$ cat src/rtl/ttrt_pkg.sv
// ----------------------------------------------------------------------------
// ttrt_pkg
// Shared types and constants of the tagged text record tokenizer: character
// codes, event kinds, sequencer states and the result structs.
// ----------------------------------------------------------------------------
package ttrt_pkg;

	// default depth of the trailing blank fifo
	localparam int BLANK_FIFO_DEPTH_DEF = 16;

	// character codes
	localparam logic [7:0] CH_HASH  = 8'h23;
	localparam logic [7:0] CH_COLON = 8'h3A;
	localparam logic [7:0] CH_SEMI  = 8'h3B;
	localparam logic [7:0] CH_SLASH = 8'h2F;
	localparam logic [7:0] CH_LF    = 8'h0A;
	localparam logic [7:0] CH_CR    = 8'h0D;
	localparam logic [7:0] CH_SPACE = 8'h20;
	localparam logic [7:0] CH_TAB   = 8'h09;
	localparam logic [7:0] CH_BSL   = 8'h5C;

	// event kind codes on the result channel
	typedef enum logic [1:0] {
		EV_PARAM_BYTE = 2'd0,
		EV_PARAM_END  = 2'd1,
		EV_VALUE_START = 2'd2
	} event_kind_t;

	// sequencer states
	typedef enum logic [3:0] {
		ST_IDLE,
		ST_CHAR,
		ST_FL_RD,
		ST_FL_DATA,
		ST_OV_RD,
		ST_OV_DATA,
		ST_BYTE,
		ST_END,
		ST_START,
		ST_DISPATCH,
		ST_FIN
	} ttrt_state_t;

	// one result without the run marker
	typedef struct packed {
		event_kind_t event_kind;
		logic [7:0]  param_byte;
		logic        trim_overflow;
	} rslt_t;

	// requests from the sequencer to the output stage
	typedef struct packed {
		logic  push;
		logic  finish;
		rslt_t rslt;
	} out_req_t;

	function automatic logic is_blank(input logic [7:0] b);
		return (b == CH_SPACE) || (b == CH_TAB) || (b == CH_CR) || (b == CH_LF);
	endfunction

	function automatic logic is_eol(input logic [7:0] b);
		return (b == CH_CR) || (b == CH_LF);
	endfunction

endpackage

$ cat src/rtl/ttrt_if.sv
// ----------------------------------------------------------------------------
// ttrt_if
// Valid/ready channels of the tokenizer: text bytes in, events out.
// ----------------------------------------------------------------------------
interface ttrt_in_if;
	logic       valid;
	logic       ready;
	logic [7:0] data_byte;
	logic       end_of_text;

	modport source (output valid, output data_byte, output end_of_text, input ready);
	modport sink (input valid, input data_byte, input end_of_text, output ready);
endinterface

interface ttrt_out_if;
	logic       valid;
	logic       ready;
	logic [1:0] event_kind;
	logic [7:0] param_byte;
	logic       trim_overflow;
	logic       last_of_run;

	modport source (output valid, output event_kind, output param_byte,
		output trim_overflow, output last_of_run, input ready);
	modport sink (input valid, input event_kind, input param_byte,
		input trim_overflow, input last_of_run, output ready);
endinterface

$ cat src/rtl/ttrt_blank_ram.sv
// ----------------------------------------------------------------------------
// ttrt_blank_ram
// Holding memory for trailing blanks: one write port, one read port with
// registered read data.
// ----------------------------------------------------------------------------
module ttrt_blank_ram import ttrt_pkg::*; #(
	parameter int DEPTH = BLANK_FIFO_DEPTH_DEF
) (
	input  logic                 clk,
	input  logic                 wr_en,
	input  logic [((DEPTH > 1) ? $clog2(DEPTH) : 1)-1:0] wr_addr,
	input  logic [7:0]           wr_data,
	input  logic                 rd_en,
	input  logic [((DEPTH > 1) ? $clog2(DEPTH) : 1)-1:0] rd_addr,
	output logic [7:0]           rd_data
);

	logic [7:0] mem_q [DEPTH];

	// write port
	always_ff @(posedge clk) begin
		if (wr_en) begin
			mem_q[wr_addr] <= wr_data;
		end
	end

	// read port, data held until the next read
	always_ff @(posedge clk) begin
		if (rd_en) begin
			rd_data <= mem_q[rd_addr];
		end
	end

endmodule

$ cat src/rtl/ttrt_out.sv
// ----------------------------------------------------------------------------
// ttrt_out
// Result output stage: a hold register keeps the newest result back until it
// is known whether it ends the run of its input byte, then moves it to the
// output register.
// ----------------------------------------------------------------------------
module ttrt_out import ttrt_pkg::*; (
	input  logic     clk,
	input  logic     arst_n,
	input  out_req_t req,
	output logic     can_take,
	ttrt_out_if.source out_ch
);

	rslt_t hold_q;
	logic  hold_v_q;
	rslt_t out_q;
	logic  out_last_q;
	logic  out_v_q;

	logic slot_free;
	logic load_out;
	logic load_last;

	// output slot frees when empty or transferred
	assign slot_free = !out_v_q || out_ch.ready;
	assign can_take  = !hold_v_q || slot_free;

	// move held result on a new push (not last) or on finish (last)
	always_comb begin
		load_out  = can_take && hold_v_q && (req.push || req.finish);
		load_last = req.finish;
	end

	// control flops
	always_ff @(posedge clk or negedge arst_n) begin
		if (!arst_n) begin
			hold_v_q <= 1'b0;
			out_v_q  <= 1'b0;
		end else begin
			if (load_out) begin
				out_v_q <= 1'b1;
			end else if (slot_free) begin
				out_v_q <= 1'b0;
			end
			if (can_take && req.push) begin
				hold_v_q <= 1'b1;
			end else if (can_take && req.finish) begin
				hold_v_q <= 1'b0;
			end
		end
	end

	// payload registers
	always_ff @(posedge clk) begin
		if (load_out) begin
			out_q      <= hold_q;
			out_last_q <= load_last;
		end
		if (can_take && req.push) begin
			hold_q <= req.rslt;
		end
	end

	// channel drive
	assign out_ch.valid         = out_v_q;
	assign out_ch.event_kind    = out_q.event_kind;
	assign out_ch.param_byte    = out_q.param_byte;
	assign out_ch.trim_overflow = out_q.trim_overflow;
	assign out_ch.last_of_run   = out_last_q;

endmodule

$ cat src/rtl/ttrt_ctrl.sv
// ----------------------------------------------------------------------------
// ttrt_ctrl
// Parse sequencer: decodes each accepted byte, keeps the parse flags and the
// blank fifo pointers, reads and writes the blank memory and issues events.
// ----------------------------------------------------------------------------
module ttrt_ctrl import ttrt_pkg::*; #(
	parameter int DEPTH = BLANK_FIFO_DEPTH_DEF
) (
	input  logic       clk,
	input  logic       arst_n,
	input  logic       cfg_wr_en,
	input  logic       cfg_wr_data,
	ttrt_in_if.sink    in_ch,
	output out_req_t   req,
	input  logic       can_take,
	output logic       rd_en,
	output logic [((DEPTH > 1) ? $clog2(DEPTH) : 1)-1:0] rd_addr,
	input  logic [7:0] rd_data,
	output logic       wr_en,
	output logic [((DEPTH > 1) ? $clog2(DEPTH) : 1)-1:0] wr_addr,
	output logic [7:0] wr_data
);

	localparam int PTR_W = (DEPTH > 1) ? $clog2(DEPTH) : 1;
	localparam int CNT_W = $clog2(DEPTH + 1);
	localparam int SUM_W = $clog2(2 * DEPTH);

	typedef enum logic [2:0] {
		ACT_NONE,
		ACT_LIT,
		ACT_DROP,
		ACT_COLON,
		ACT_SEMI,
		ACT_ESC,
		ACT_OPEN
	} act_t;

	ttrt_state_t state_q, state_d;

	// parse flags and config
	logic unesc_q;
	logic in_record_q;
	logic in_comment_q;
	logic slash_q;
	logic esc_q;
	logic line_blank_q;

	// per item context
	logic [7:0] byte_q;
	logic [7:0] cur_q;
	logic       lit_q;
	logic       more_q;
	logic       eot_q;
	logic       clr_q;
	logic       start_q;
	logic       after_byte_q;

	// fifo pointers
	logic [PTR_W-1:0] head_q;
	logic [CNT_W-1:0] count_q;

	logic             acc;
	logic             a_has, a_lit, a_more, a_esc, a_com, a_sl;
	logic [7:0]       a_char;
	act_t             act;
	logic             c_blank, c_full, c_empty, cnt_one;
	logic [SUM_W-1:0] sum;
	logic [PTR_W-1:0] tail;
	logic [PTR_W-1:0] head_inc;

	assign in_ch.ready = (state_q == ST_IDLE);
	assign acc         = in_ch.valid && in_ch.ready;

	// fifo arithmetic
	assign c_blank  = is_blank(cur_q);
	assign c_full   = (count_q == CNT_W'(DEPTH));
	assign c_empty  = (count_q == '0);
	assign cnt_one  = (count_q == CNT_W'(1));
	assign sum      = SUM_W'(head_q) + SUM_W'(count_q);
	assign tail     = (sum >= SUM_W'(DEPTH)) ? PTR_W'(sum - SUM_W'(DEPTH)) : PTR_W'(sum);
	assign head_inc = (head_q == PTR_W'(DEPTH - 1)) ? '0 : head_q + 1'b1;

	// decode of an accepted byte against escape, comment and held slash
	always_comb begin
		a_has  = 1'b0;
		a_lit  = 1'b0;
		a_more = 1'b0;
		a_char = in_ch.data_byte;
		a_esc  = esc_q;
		a_com  = in_comment_q;
		a_sl   = slash_q;
		priority if (esc_q) begin
			a_esc = 1'b0;
			a_has = in_record_q;
			a_lit = 1'b1;
		end else if (in_comment_q) begin
			if (in_ch.data_byte == CH_LF) begin
				a_com = 1'b0;
				a_has = 1'b1;
			end
		end else if (slash_q) begin
			a_sl = 1'b0;
			if (in_ch.data_byte == CH_SLASH) begin
				a_com = 1'b1;
			end else begin
				a_has  = 1'b1;
				a_char = CH_SLASH;
				a_more = 1'b1;
			end
		end else if (in_ch.data_byte == CH_SLASH && !in_ch.end_of_text) begin
			a_sl = 1'b1;
		end else begin
			a_has = 1'b1;
		end
	end

	// action for the current character
	always_comb begin
		act = ACT_NONE;
		priority if (lit_q) begin
			act = ACT_LIT;
		end else if (in_record_q) begin
			priority if (cur_q == CH_HASH) begin
				act = line_blank_q ? ACT_DROP : ACT_LIT;
			end else if (cur_q == CH_COLON) begin
				act = ACT_COLON;
			end else if (cur_q == CH_SEMI) begin
				act = ACT_SEMI;
			end else if (cur_q == CH_BSL && unesc_q) begin
				act = ACT_ESC;
			end else begin
				act = ACT_LIT;
			end
		end else begin
			priority if (cur_q == CH_HASH) begin
				act = ACT_OPEN;
			end else if (cur_q == CH_BSL && unesc_q) begin
				act = ACT_ESC;
			end else begin
				act = ACT_NONE;
			end
		end
	end

	// next state
	always_comb begin
		state_d = state_q;
		unique case (state_q)
			ST_IDLE: begin
				if (acc) begin
					state_d = a_has ? ST_CHAR : ST_DISPATCH;
				end
			end
			ST_CHAR: begin
				unique case (act)
					ACT_LIT: begin
						if (c_blank) begin
							state_d = c_full ? ST_OV_RD : ST_DISPATCH;
						end else begin
							state_d = c_empty ? ST_BYTE : ST_FL_RD;
						end
					end
					ACT_DROP:             state_d = ST_END;
					ACT_COLON, ACT_SEMI:  state_d = c_empty ? ST_END : ST_FL_RD;
					ACT_OPEN:             state_d = ST_START;
					default:              state_d = ST_DISPATCH;
				endcase
			end
			ST_FL_RD:   state_d = ST_FL_DATA;
			ST_FL_DATA: begin
				if (can_take) begin
					if (cnt_one) begin
						state_d = after_byte_q ? ST_BYTE : ST_END;
					end else begin
						state_d = ST_FL_RD;
					end
				end
			end
			ST_OV_RD:   state_d = ST_OV_DATA;
			ST_OV_DATA: if (can_take) state_d = ST_DISPATCH;
			ST_BYTE:    if (can_take) state_d = ST_DISPATCH;
			ST_END:     if (can_take) state_d = start_q ? ST_START : ST_DISPATCH;
			ST_START:   if (can_take) state_d = ST_DISPATCH;
			ST_DISPATCH: begin
				priority if (more_q) begin
					state_d = ST_CHAR;
				end else if (eot_q && in_record_q) begin
					state_d = c_empty ? ST_END : ST_FL_RD;
				end else begin
					state_d = ST_FIN;
				end
			end
			ST_FIN:     if (can_take) state_d = ST_IDLE;
			default:    state_d = ST_IDLE;
		endcase
	end

	// outputs to the memory and the output stage
	always_comb begin
		req             = '0;
		req.rslt.event_kind = EV_PARAM_BYTE;
		rd_en           = (state_q == ST_FL_RD) || (state_q == ST_OV_RD);
		wr_en           = 1'b0;
		unique case (state_q)
			ST_CHAR: begin
				wr_en = (act == ACT_LIT) && c_blank && !c_full;
			end
			ST_FL_DATA: begin
				req.push            = 1'b1;
				req.rslt.param_byte = rd_data;
			end
			ST_OV_DATA: begin
				req.push               = 1'b1;
				req.rslt.param_byte    = rd_data;
				req.rslt.trim_overflow = 1'b1;
				wr_en                  = can_take;
			end
			ST_BYTE: begin
				req.push            = 1'b1;
				req.rslt.param_byte = cur_q;
			end
			ST_END: begin
				req.push            = 1'b1;
				req.rslt.event_kind = EV_PARAM_END;
			end
			ST_START: begin
				req.push            = 1'b1;
				req.rslt.event_kind = EV_VALUE_START;
			end
			ST_FIN: begin
				req.finish = 1'b1;
			end
			default: begin
			end
		endcase
	end

	assign rd_addr = head_q;
	assign wr_addr = tail;
	assign wr_data = cur_q;

	// state and control registers
	always_ff @(posedge clk or negedge arst_n) begin
		if (!arst_n) begin
			state_q      <= ST_IDLE;
			unesc_q      <= 1'b1;
			in_record_q  <= 1'b0;
			in_comment_q <= 1'b0;
			slash_q      <= 1'b0;
			esc_q        <= 1'b0;
			line_blank_q <= 1'b1;
			lit_q        <= 1'b0;
			more_q       <= 1'b0;
			eot_q        <= 1'b0;
			clr_q        <= 1'b0;
			start_q      <= 1'b0;
			after_byte_q <= 1'b0;
			head_q       <= '0;
			count_q      <= '0;
		end else begin
			state_q <= state_d;
			if (cfg_wr_en) begin
				unesc_q <= cfg_wr_data;
			end
			unique case (state_q)
				ST_IDLE: begin
					if (acc) begin
						lit_q        <= a_lit;
						more_q       <= a_more;
						eot_q        <= in_ch.end_of_text;
						clr_q        <= in_ch.end_of_text;
						start_q      <= 1'b0;
						esc_q        <= a_esc;
						in_comment_q <= a_com;
						slash_q      <= a_sl;
					end
				end
				ST_CHAR: begin
					unique case (act)
						ACT_LIT: begin
							if (c_blank) begin
								if (!c_full) begin
									count_q <= count_q + 1'b1;
									if (is_eol(cur_q)) begin
										line_blank_q <= 1'b1;
									end
								end
							end else begin
								line_blank_q <= 1'b0;
								after_byte_q <= 1'b1;
							end
						end
						ACT_DROP: begin
							count_q <= '0;
							start_q <= 1'b1;
						end
						ACT_COLON: begin
							line_blank_q <= 1'b1;
							after_byte_q <= 1'b0;
							start_q      <= 1'b0;
						end
						ACT_SEMI: begin
							in_record_q  <= 1'b0;
							after_byte_q <= 1'b0;
							start_q      <= 1'b0;
						end
						ACT_ESC: begin
							esc_q <= 1'b1;
						end
						ACT_OPEN: begin
							in_record_q  <= 1'b1;
							line_blank_q <= 1'b1;
							count_q      <= '0;
						end
						default: begin
						end
					endcase
				end
				ST_FL_DATA: begin
					if (can_take) begin
						head_q  <= head_inc;
						count_q <= count_q - 1'b1;
					end
				end
				ST_OV_DATA: begin
					if (can_take) begin
						head_q <= head_inc;
						if (is_eol(cur_q)) begin
							line_blank_q <= 1'b1;
						end
					end
				end
				ST_DISPATCH: begin
					priority if (more_q) begin
						lit_q  <= 1'b0;
						more_q <= 1'b0;
					end else if (eot_q) begin
						eot_q        <= 1'b0;
						after_byte_q <= 1'b0;
						start_q      <= 1'b0;
					end else begin
					end
				end
				ST_FIN: begin
					if (can_take && clr_q) begin
						clr_q        <= 1'b0;
						in_record_q  <= 1'b0;
						in_comment_q <= 1'b0;
						slash_q      <= 1'b0;
						esc_q        <= 1'b0;
						line_blank_q <= 1'b1;
						count_q      <= '0;
					end
				end
				default: begin
				end
			endcase
		end
	end

	// byte payload registers
	always_ff @(posedge clk) begin
		if (acc) begin
			byte_q <= in_ch.data_byte;
			cur_q  <= a_char;
		end else if (state_q == ST_DISPATCH && more_q) begin
			cur_q <= byte_q;
		end
	end

endmodule

$ cat src/rtl/tagged_text_record_tokenizer.sv
// ----------------------------------------------------------------------------
// tagged_text_record_tokenizer
// Splits '#A:B:C;' text into value start, parameter byte and parameter end
// events, with comments, escapes and trailing blank trimming.
// ----------------------------------------------------------------------------
// The first event of a byte enters the hold register and is moved on to the output register
// when the next event or the end mark of that byte follows.
// A new byte is taken only in the idle state, once every event of the last byte is issued;
// held blanks are read back or pushed out one at a time, and output stalls hold the sequencer.
// Reset: parse flags cleared, blank fifo emptied, unescape_enable 1, memory not cleared.
module tagged_text_record_tokenizer import ttrt_pkg::*; #(
	parameter int BLANK_FIFO_DEPTH = BLANK_FIFO_DEPTH_DEF
) (
	input  logic clk,
	input  logic arst_n,
	input  logic cfg_wr_en,
	input  logic cfg_wr_data,
	ttrt_in_if.sink    in_ch,
	ttrt_out_if.source out_ch
);

	localparam int PTR_W = (BLANK_FIFO_DEPTH > 1) ? $clog2(BLANK_FIFO_DEPTH) : 1;

	out_req_t         req;
	logic             can_take;
	logic             rd_en;
	logic [PTR_W-1:0] rd_addr;
	logic [7:0]       rd_data;
	logic             wr_en;
	logic [PTR_W-1:0] wr_addr;
	logic [7:0]       wr_data;

	// parse sequencer
	ttrt_ctrl #(
		.DEPTH(BLANK_FIFO_DEPTH)
	) u_ctrl (
		.clk        (clk),
		.arst_n     (arst_n),
		.cfg_wr_en  (cfg_wr_en),
		.cfg_wr_data(cfg_wr_data),
		.in_ch      (in_ch),
		.req        (req),
		.can_take   (can_take),
		.rd_en      (rd_en),
		.rd_addr    (rd_addr),
		.rd_data    (rd_data),
		.wr_en      (wr_en),
		.wr_addr    (wr_addr),
		.wr_data    (wr_data)
	);

	// trailing blank memory
	ttrt_blank_ram #(
		.DEPTH(BLANK_FIFO_DEPTH)
	) u_ram (
		.clk    (clk),
		.wr_en  (wr_en),
		.wr_addr(wr_addr),
		.wr_data(wr_data),
		.rd_en  (rd_en),
		.rd_addr(rd_addr),
		.rd_data(rd_data)
	);

	// result output stage
	ttrt_out u_out (
		.clk     (clk),
		.arst_n  (arst_n),
		.req     (req),
		.can_take(can_take),
		.out_ch  (out_ch)
	);

endmodule

$ cat src/flat_wrapper.sv
// flat-port wrapper written by rule: the top's interface ports become plain ports
module tagged_text_record_tokenizer_flat import ttrt_pkg::*;
#(
	parameter int BLANK_FIFO_DEPTH = BLANK_FIFO_DEPTH_DEF
)
  (clk, arst_n, cfg_wr_en, cfg_wr_data, in_ch_valid, in_ch_data_byte, in_ch_end_of_text, in_ch_ready, out_ch_valid, out_ch_event_kind, out_ch_param_byte, out_ch_trim_overflow, out_ch_last_of_run, out_ch_ready);
  ttrt_in_if in_ch_i ();
  ttrt_out_if out_ch_i ();
  input  logic clk;
  input  logic arst_n;
  input  logic cfg_wr_en;
  input  logic cfg_wr_data;
  input wire logic [$bits(in_ch_i.valid)-1:0] in_ch_valid;
  input wire logic [$bits(in_ch_i.data_byte)-1:0] in_ch_data_byte;
  input wire logic [$bits(in_ch_i.end_of_text)-1:0] in_ch_end_of_text;
  output wire logic [$bits(in_ch_i.ready)-1:0] in_ch_ready;
  output wire logic [$bits(out_ch_i.valid)-1:0] out_ch_valid;
  output wire logic [$bits(out_ch_i.event_kind)-1:0] out_ch_event_kind;
  output wire logic [$bits(out_ch_i.param_byte)-1:0] out_ch_param_byte;
  output wire logic [$bits(out_ch_i.trim_overflow)-1:0] out_ch_trim_overflow;
  output wire logic [$bits(out_ch_i.last_of_run)-1:0] out_ch_last_of_run;
  input wire logic [$bits(out_ch_i.ready)-1:0] out_ch_ready;
  assign in_ch_i.valid = in_ch_valid;
  assign in_ch_i.data_byte = in_ch_data_byte;
  assign in_ch_i.end_of_text = in_ch_end_of_text;
  assign in_ch_ready = in_ch_i.ready;
  assign out_ch_valid = out_ch_i.valid;
  assign out_ch_event_kind = out_ch_i.event_kind;
  assign out_ch_param_byte = out_ch_i.param_byte;
  assign out_ch_trim_overflow = out_ch_i.trim_overflow;
  assign out_ch_last_of_run = out_ch_i.last_of_run;
  assign out_ch_i.ready = out_ch_ready;
  tagged_text_record_tokenizer #(.BLANK_FIFO_DEPTH(BLANK_FIFO_DEPTH)) u_core (.clk(clk), .arst_n(arst_n), .cfg_wr_en(cfg_wr_en), .cfg_wr_data(cfg_wr_data), .in_ch(in_ch_i), .out_ch(out_ch_i));
endmodule
$ cat config.mk
export PLATFORM = sky130hd
export DESIGN_NAME = tagged_text_record_tokenizer_flat
export DESIGN_NICKNAME = d
export VERILOG_FILES = /design/src/rtl/ttrt_pkg.sv /design/src/rtl/ttrt_if.sv /design/src/rtl/ttrt_blank_ram.sv /design/src/rtl/ttrt_out.sv /design/src/rtl/ttrt_ctrl.sv /design/src/rtl/tagged_text_record_tokenizer.sv /design/src/flat_wrapper.sv
export SDC_FILE = /design/constraint.sdc
export NUM_CORES = 1
export LEC_CHECK = 0
export ABC_CLOCK_PERIOD_IN_PS = 4000
export BUFFER_PORTS_ARGS = -buffer_cell sky130_fd_sc_hd__buf_4
export CORE_MARGIN = 5
export CORE_UTILIZATION = 53
export CTS_BUF_LIST = sky130_fd_sc_hd__clkbuf_8
export DETAILED_ROUTE_END_ITERATION = 10
export PLACE_DENSITY = 0.77
export SYNTH_ARGS = -nofsm -noshare
export SYNTH_HDL_FRONTEND = slang
export SYNTH_SLANG_ARGS = --single-unit
export TNS_END_PERCENT = 100
$ cat constraint.sdc
create_clock -name clk -period 4 [get_ports clk]
set_input_delay 0.2 -clock clk [delete_from_list [all_inputs] [get_ports clk]]
set_output_delay 0.2 -clock clk [all_outputs]
set_load 0.03 [all_outputs]
Word level (Yosys, flattened, before mapping)

Memories as Yosys holds them, arrays and structs flattened. A register that Yosys moved wholly into a read port is not among the register bits.
Index checks and enable logic that the tools add are counted.

Add/subtract/negate cells: 5
$lt $le $gt $ge: 1
Eq/ne operators: 51
Muxes and demuxes: 104
Reduce and logical (&&, ||, !) cells: 57

Operators with widths:

| cell                                                | number |
|---|---|
| 2-to-1 mux 1 bit                                    | 48 |
| 2-to-1 mux 4 bit                                    | 12 |
| 2-to-1 mux 8 bit                                    | 6 |
| equality test 8 x 6 -> 1 bit, second input constant | 5 |
| case mux 4 bit (9 select lines)                     | 1 |
| 2-to-1 mux 3 bit                                    | 11 |
| equality test 8 x 4 -> 1 bit, second input constant | 4 |
| case mux 1 bit (2 select lines)                     | 13 |
| AND reduction 5 bit                                 | 5 |
| 2-to-1 mux 5 bit                                    | 4 |
| != test 2 bit, second input constant                | 10 |
| != test 3 bit, second input constant                | 6 |
| equality test 4 x 3 -> 1 bit, second input constant | 4 |
| equality test 4 bit, second input constant          | 4 |
| case mux 4 bit (4 select lines)                     | 1 |
| case mux 8 bit (2 select lines)                     | 1 |
| case mux 5 bit (3 select lines)                     | 1 |
| nonzero test 2 bit                                  | 7 |
| logical AND 1 bit                                   | 12 |
| AND reduction 3 bit                                 | 4 |
| nonzero test 3 bit                                  | 4 |
| case mux 5 bit (2 select lines)                     | 1 |
| equality test 3 bit, second input constant          | 3 |
| case mux 1 bit (3 select lines)                     | 3 |
| 29 further kinds                                    | 48 |

Register bits after elaboration: 66
Memory bits (writable): 128
Input port bits: 15
Logic and storage cells: 245
Memories kept: 1

Memory list:

| name               | words | bits a word | read ports | clocked after Yosys merged registers in | wr ports | line                 | text |
|---|---|---|---|---|---|---|---|
| u_core.u_ram.mem_q | 16    | 8           | 1          | 1                                       | 1        | ttrt_blank_ram.sv:18 | `logic [7:0] mem_q [DEPTH];` |

Longest topological paths before layout

Word-level depth: 14
Depth in mapped cells: 10
Depth with buffers taken out: 8

Modules after synthesis

Synthesis repeated with hierarchy kept, for this count alone.

Cell total of the unflattened synthesis: 630
Area, all modules: 9248.9 um^2

Modules (own cells, without submodules):

| module         | instances | cells each | area each (um^2) | sequential area each (um^2) |
|---|---|---|---|---|
| ttrt_blank_ram | 1         | 229        | 5227.5           | 4083.9 |
| ttrt_ctrl      | 1         | 366        | 3203.1           | 1108.6 |
| ttrt_out       | 1         | 35         | 818.3            | 740.7 |

Worst setup path before layout

No wires, ideal clock.

Path kind: register -> register
From: reg u_core.u_ctrl.cur_q[0] (netlist: u_core.u_ctrl.wr_data[0])
To: mem u_core.u_ram.mem_q[4][0], enable pin
Arrival: 2.769 ns
Required time: 3.617 ns
Path slack: 0.848 ns
Stages on the path, launching flop included: 8
Cell sequence: edfxtp_1 > buf_6 > or4b_4 > a21oi_2 > o211ai_2 > o41ai_4 > nand3_1 > nor3_1

Cells in the longest elaborated chain, start to end: 14
Elaborated cells on any way between the ends: 26
Those cells by class: 9 x eq/ne; 11 x mux; 6 x reduce/logical

RTL lines:

| item                                       | line                               | text |
|---|---|---|
| from (decl)                                | ttrt_ctrl.sv:50                    | `logic [7:0] cur_q;` |
| from (signal assigned)                     | ttrt_ctrl.sv:365                   | `cur_q <= a_char;` |
| from (signal assigned)                     | ttrt_ctrl.sv:367                   | `cur_q <= byte_q;` |
| equality test 8 x 7 -> 1 bit               | ttrt_ctrl.sv:129, ttrt_ctrl.sv:137 |  |
| logical AND 1 bit                          | ttrt_ctrl.sv:129, ttrt_ctrl.sv:137 |  |
| 2-to-1 mux 3 bit                           | ttrt_ctrl.sv:129                   | `end else if (cur_q == CH_BSL && unesc_q) begin` |
| 2-to-1 mux 3 bit                           | ttrt_ctrl.sv:127                   | `end else if (cur_q == CH_SEMI) begin` |
| 2-to-1 mux 3 bit                           | ttrt_ctrl.sv:125                   | `end else if (cur_q == CH_COLON) begin` |
| 2-to-1 mux 3 bit                           | ttrt_ctrl.sv:123                   | `priority if (cur_q == CH_HASH) begin` |
| 2-to-1 mux 3 bit                           | ttrt_ctrl.sv:122                   | `end else if (in_record_q) begin` |
| 2-to-1 mux 3 bit                           | ttrt_ctrl.sv:120                   | `priority if (lit_q) begin` |
| equality test 3 x 1 -> 1 bit               | ttrt_ctrl.sv:206                   | `wr_en = (act == ACT_LIT) && c_blank && !c_full;` |
| logical AND 1 bit (*) (2 in series)        | ttrt_ctrl.sv:206                   |  |
| case mux 1 bit (2 select lines) (*)        | ttrt_ctrl.sv:204                   | `unique case (state_q)` |
| 2-to-1 mux 1 bit (*)                       | ttrt_blank_ram.sv:22               | `if (wr_en) begin` |
| 2-to-1 mux 1 bit (not written as such) (*) | ttrt_blank_ram.sv:23               | `mem_q[wr_addr] <= wr_data;` |
| to (decl)                                  | ttrt_blank_ram.sv:18               |  |

Every way passes the cells marked *; elsewhere a longest branch is shown, timed or not.

Worst setup path in the final report

From: reg u_core.u_ctrl.cur_q[2] (netlist: u_core.u_ctrl.wr_data[2])
To: mem u_core.u_ram.mem_q[6][5], enable pin

Same word-level chain as after synthesis.

==> qor.txt <==
Startpoint Class: flip-flop
Setup crit end kind: flip-flop
vias: 6,193
remaining global-route overflow: 0
vias in the first global route: 6,068
result of the run: completed
top_reg_cell synth: edfxtp_1
Simple-Gate Fraction of Synth Area: 11.0%
Cells after Synth: 682
Final Setup Violations: 0
core box area: 0.0172 mm^2
Routed Antenna Nets: 0
flops & latches, synth: 202
power per cell area: 720 mW/mm^2
full die area: 0.0201 mm^2
asr flop ratio synth: 13.4%
hold_buf cts: 13
num rows: 48
Vias/cell: 6.29
Req. time, crit path: 4.18 ns
multiplexer share of the synthesized area: 8.34%
Seq/Total Area, Yosys: 64.6%
Die X: 142 um
DPL Wire Length: 14,800 um
Reg2Reg Depth: 7
worst hold slack: 0.121 ns
final wirelength: 21,300 um
Fmax achieved: 299 MHz
total track usage: 21.5%
Initial Utilization: 53.5%
LEAKAGE: 0.00372 uW
DRC: 0
unrepaired setup endpoints after global routing: no
CTS root buf: clkbuf_8
total CTS buffers: 31
Syn Area/Cell: 13.5 um^2
clk_lat worst skew: 0.55 ns
share of post-route cells with drive strength above 1: 17.6%
synthesized cell area: 0.00919 mm^2
Post-Synth Adder-Cell Area: 1.31%
Hold Path Class: input pin to async pin
syn_nets: 706
largest family of logic cells by synthesized area: compound AO/OA/AOI/OAI gates
Slew Viols, Final: 0
reg2reg setup slack: 0.65 ns
TNS Setup: 0 ns
post-synthesis compound-gate area fraction: 11.8%
Clock Tree Buf Depth: 3
max_slew headroom: 13.8%
Reg clk slew, reported paths: 0.06 ns
pin count of the biggest net entering global routing: 54
FF-to-FF Start: u_core.u_ctrl.wr_data[2]
Final Wtd Congestion: 0.967
Final period util: 83.6%
reg2reg end: u_core.u_ram.mem_q[6][5]
clock tree sinks: 202
synth-to-layout area growth: 12.7%
antenna violations before repair: 0
CTS tree: yes
drt wl/cell: 21.7 um
PortBufs: 28
Slew @ Worst Pin: 1.28 ns
IO Count: 29
Arr. time, crit path: 3.52 ns
Setup Skew: 0.0260 ns
first-pass GRT wire length: 33,600 um
H-Tree Depth: 1
Post-CTS Resized: 0
die span in y: 142 um
critical path peak fanout: 13
Final Hold Viols: 0
minimum clock period after layout: 3.35 ns
VDD IR max: 0.389 mV
Starting DRT DRC Count: 925
crit path kind: flip-flop to flip-flop
Synth warnings: 0
number of diodes: 0
EDFF count, synth: 175
first-pass detailed-route iteration total: 6
nets: 761
Cell variety after synth: 75
xor/xnor share of the synthesized area: 0.763%
number of post-CTS setup repair buffers: 0
Max-Cap Viols: 0
-- state kept, by name, indices dropped and copies added, names as in the netlist, 2 cells and up --
register and cells:
u_core.u_out.hold_q 11, u_core.u_out.out_ch.event_kind 2, u_core.u_out.out_ch.param_byte 8, u_core.u_ctrl.count_q 5, u_core.u_ctrl.wr_data 8, u_core.u_ctrl.rd_addr 4, u_core.u_ram.mem_q 128, u_core.u_ctrl.state_q 4
u_core.u_ram.rd_data 8, u_core.u_ctrl.byte_q 8
-- layout make-up --
| cell class | count | area, um^2 |
|---|---|---|
| well taps | 225 | 282 |
| clock inverters | 23 | 104 |
| fillers | 1306 | 6820 |
| repair buffers | 59 | 475 |
| clock buffers | 33 | 454 |
| flip-flops and latches | 202 | 5930 |
| inverters | 14 | 52.6 |
| multi-input cells | 429 | 3050 |
-- stage by stage --
step           instances  area, um^2  util (%)  setup WS, ns  power [uW]
3_3_place_gp         916        9660      56.3         0.784        5810
6_report             985       10400      60.3         0.654        7450
2_1_floorplan        682        9190         -         0.848        4990
4_1_cts              985       10400      60.3         0.625        7450
5_1_grt              985       10400      60.3         0.433        7860
3_5_place_dp         916        9660      56.3         0.698        5910
-- placed cells by master (no fill, tap or decap), drive strengths merged, types with 3 or more instances in the layout --
cell type    netlist  routed
dlygate4sd3        0      13
nor3              14      14
edfxtp           175     175
nor2              44      44
o21ai             38      38
a31oi              9       9
and2              10      10
nand2b             8       8
ha                 8       8
nor4               5       5
nand3b             4       4
o311ai             3       3
mux2i             27      27
a21oi             31      31
a22oi             17      17
mux4              16      16
nor2b              9       9
a22o               8       8
inv               14      23
mux2              12      12
o22ai              3       3
nand4              5       5
xnor2              6       6
or3                3       3
and3               3       3
o211ai             5       5
a221oi            12      12
dfrtp             25      25
buf               10      46
clkbuf            27      33
nor4b              3       3
o2111ai            3       3
clkinv             0      13
nand2             60      60
nand3             24      24
-- cell usage after synthesis (3+ instances only) --
cell / n / share of area [%]
and3_1: 3 / 0.20
dfrtp_1: 25 / 6.8
mux2_2: 12 / 1.5
a221oi_1: 11 / 1.0
o22ai_1: 3 / 0.20
nand3_1: 24 / 1.3
ha_1: 8 / 1.1
a31oi_1: 9 / 0.61
o311ai_0: 3 / 0.29
inv_1: 14 / 0.57
mux4_2: 16 / 3.9
nand3b_1: 4 / 0.33
or3_1: 3 / 0.20
buf_1: 7 / 0.29
edfxtp_1: 175 / 57
a22o_1: 7 / 0.67
a22oi_1: 17 / 1.4
clkbuf_1: 27 / 1.1
nand4_1: 5 / 0.34
nor4_1: 5 / 0.34
nor3_1: 14 / 0.76
nand2b_1: 8 / 0.54
o21ai_0: 38 / 2.1
nor2b_1: 9 / 0.61
and2_1: 9 / 0.61
a21oi_1: 30 / 1.6
o2111ai_1: 3 / 0.29
o211ai_1: 3 / 0.25
nand2_1: 60 / 2.5
xnor2_1: 6 / 0.57
mux2i_1: 27 / 2.9
nor2_1: 44 / 1.8
-- worst max path at each step --
stage                                   from                   endpoint  cells after the start
floorplan           u_core.u_ctrl.wr_data[0]   u_core.u_ram.mem_q[4][0]                      7
global placement    u_core.u_ctrl.wr_data[5]  u_core.u_ram.mem_q[13][1]                      6
detailed placement  u_core.u_ctrl.wr_data[2]   u_core.u_ram.mem_q[6][1]                      6
CTS                 u_core.u_ctrl.wr_data[2]  u_core.u_ram.mem_q[11][4]                      7
global route        u_core.u_ctrl.wr_data[5]  u_core.u_ram.mem_q[11][4]                      6
finish              u_core.u_ctrl.wr_data[2]   u_core.u_ram.mem_q[6][5]                      7
-- routing by layer --
metal / global-route usage (%) / vias up / routed length (um)
li1: - / 2777 / -
met1: 29.8 / 3032 / 8730
met2: 34.8 / 326 / 10200
met3: 3.20 / 58 / 1740
met4: 7.83 / 0 / 697
met5: 0 / - / 0
-- power by group --
part	switching, uW	total (uW)	internal (uW)
logic	1790	2830	1030
clock network	758	1520	762
registers	342	3110	2760
total	2890	7450	4560
-- cell families (layout without fill, tap and decap cells) --
kind of cell    after synthesis  after routing
simple gates                202            202
buf+inv                      51            129
flops                       202            202
compound gates              155            155
mux                          55             55
fa+ha+maj                     9              9
xor+xnor                      8              8
-- worst max-delay path: stages, from the launching register on --
cell      delay [ns]
edfxtp_1        0.66
buf_4           0.28
nor4b_2         0.10
o2111a_1        0.20
o21a_1          0.32
o41ai_4         0.59
nand3_1         0.24
nor2_1          0.60
(Power assumes the default switching activity.)
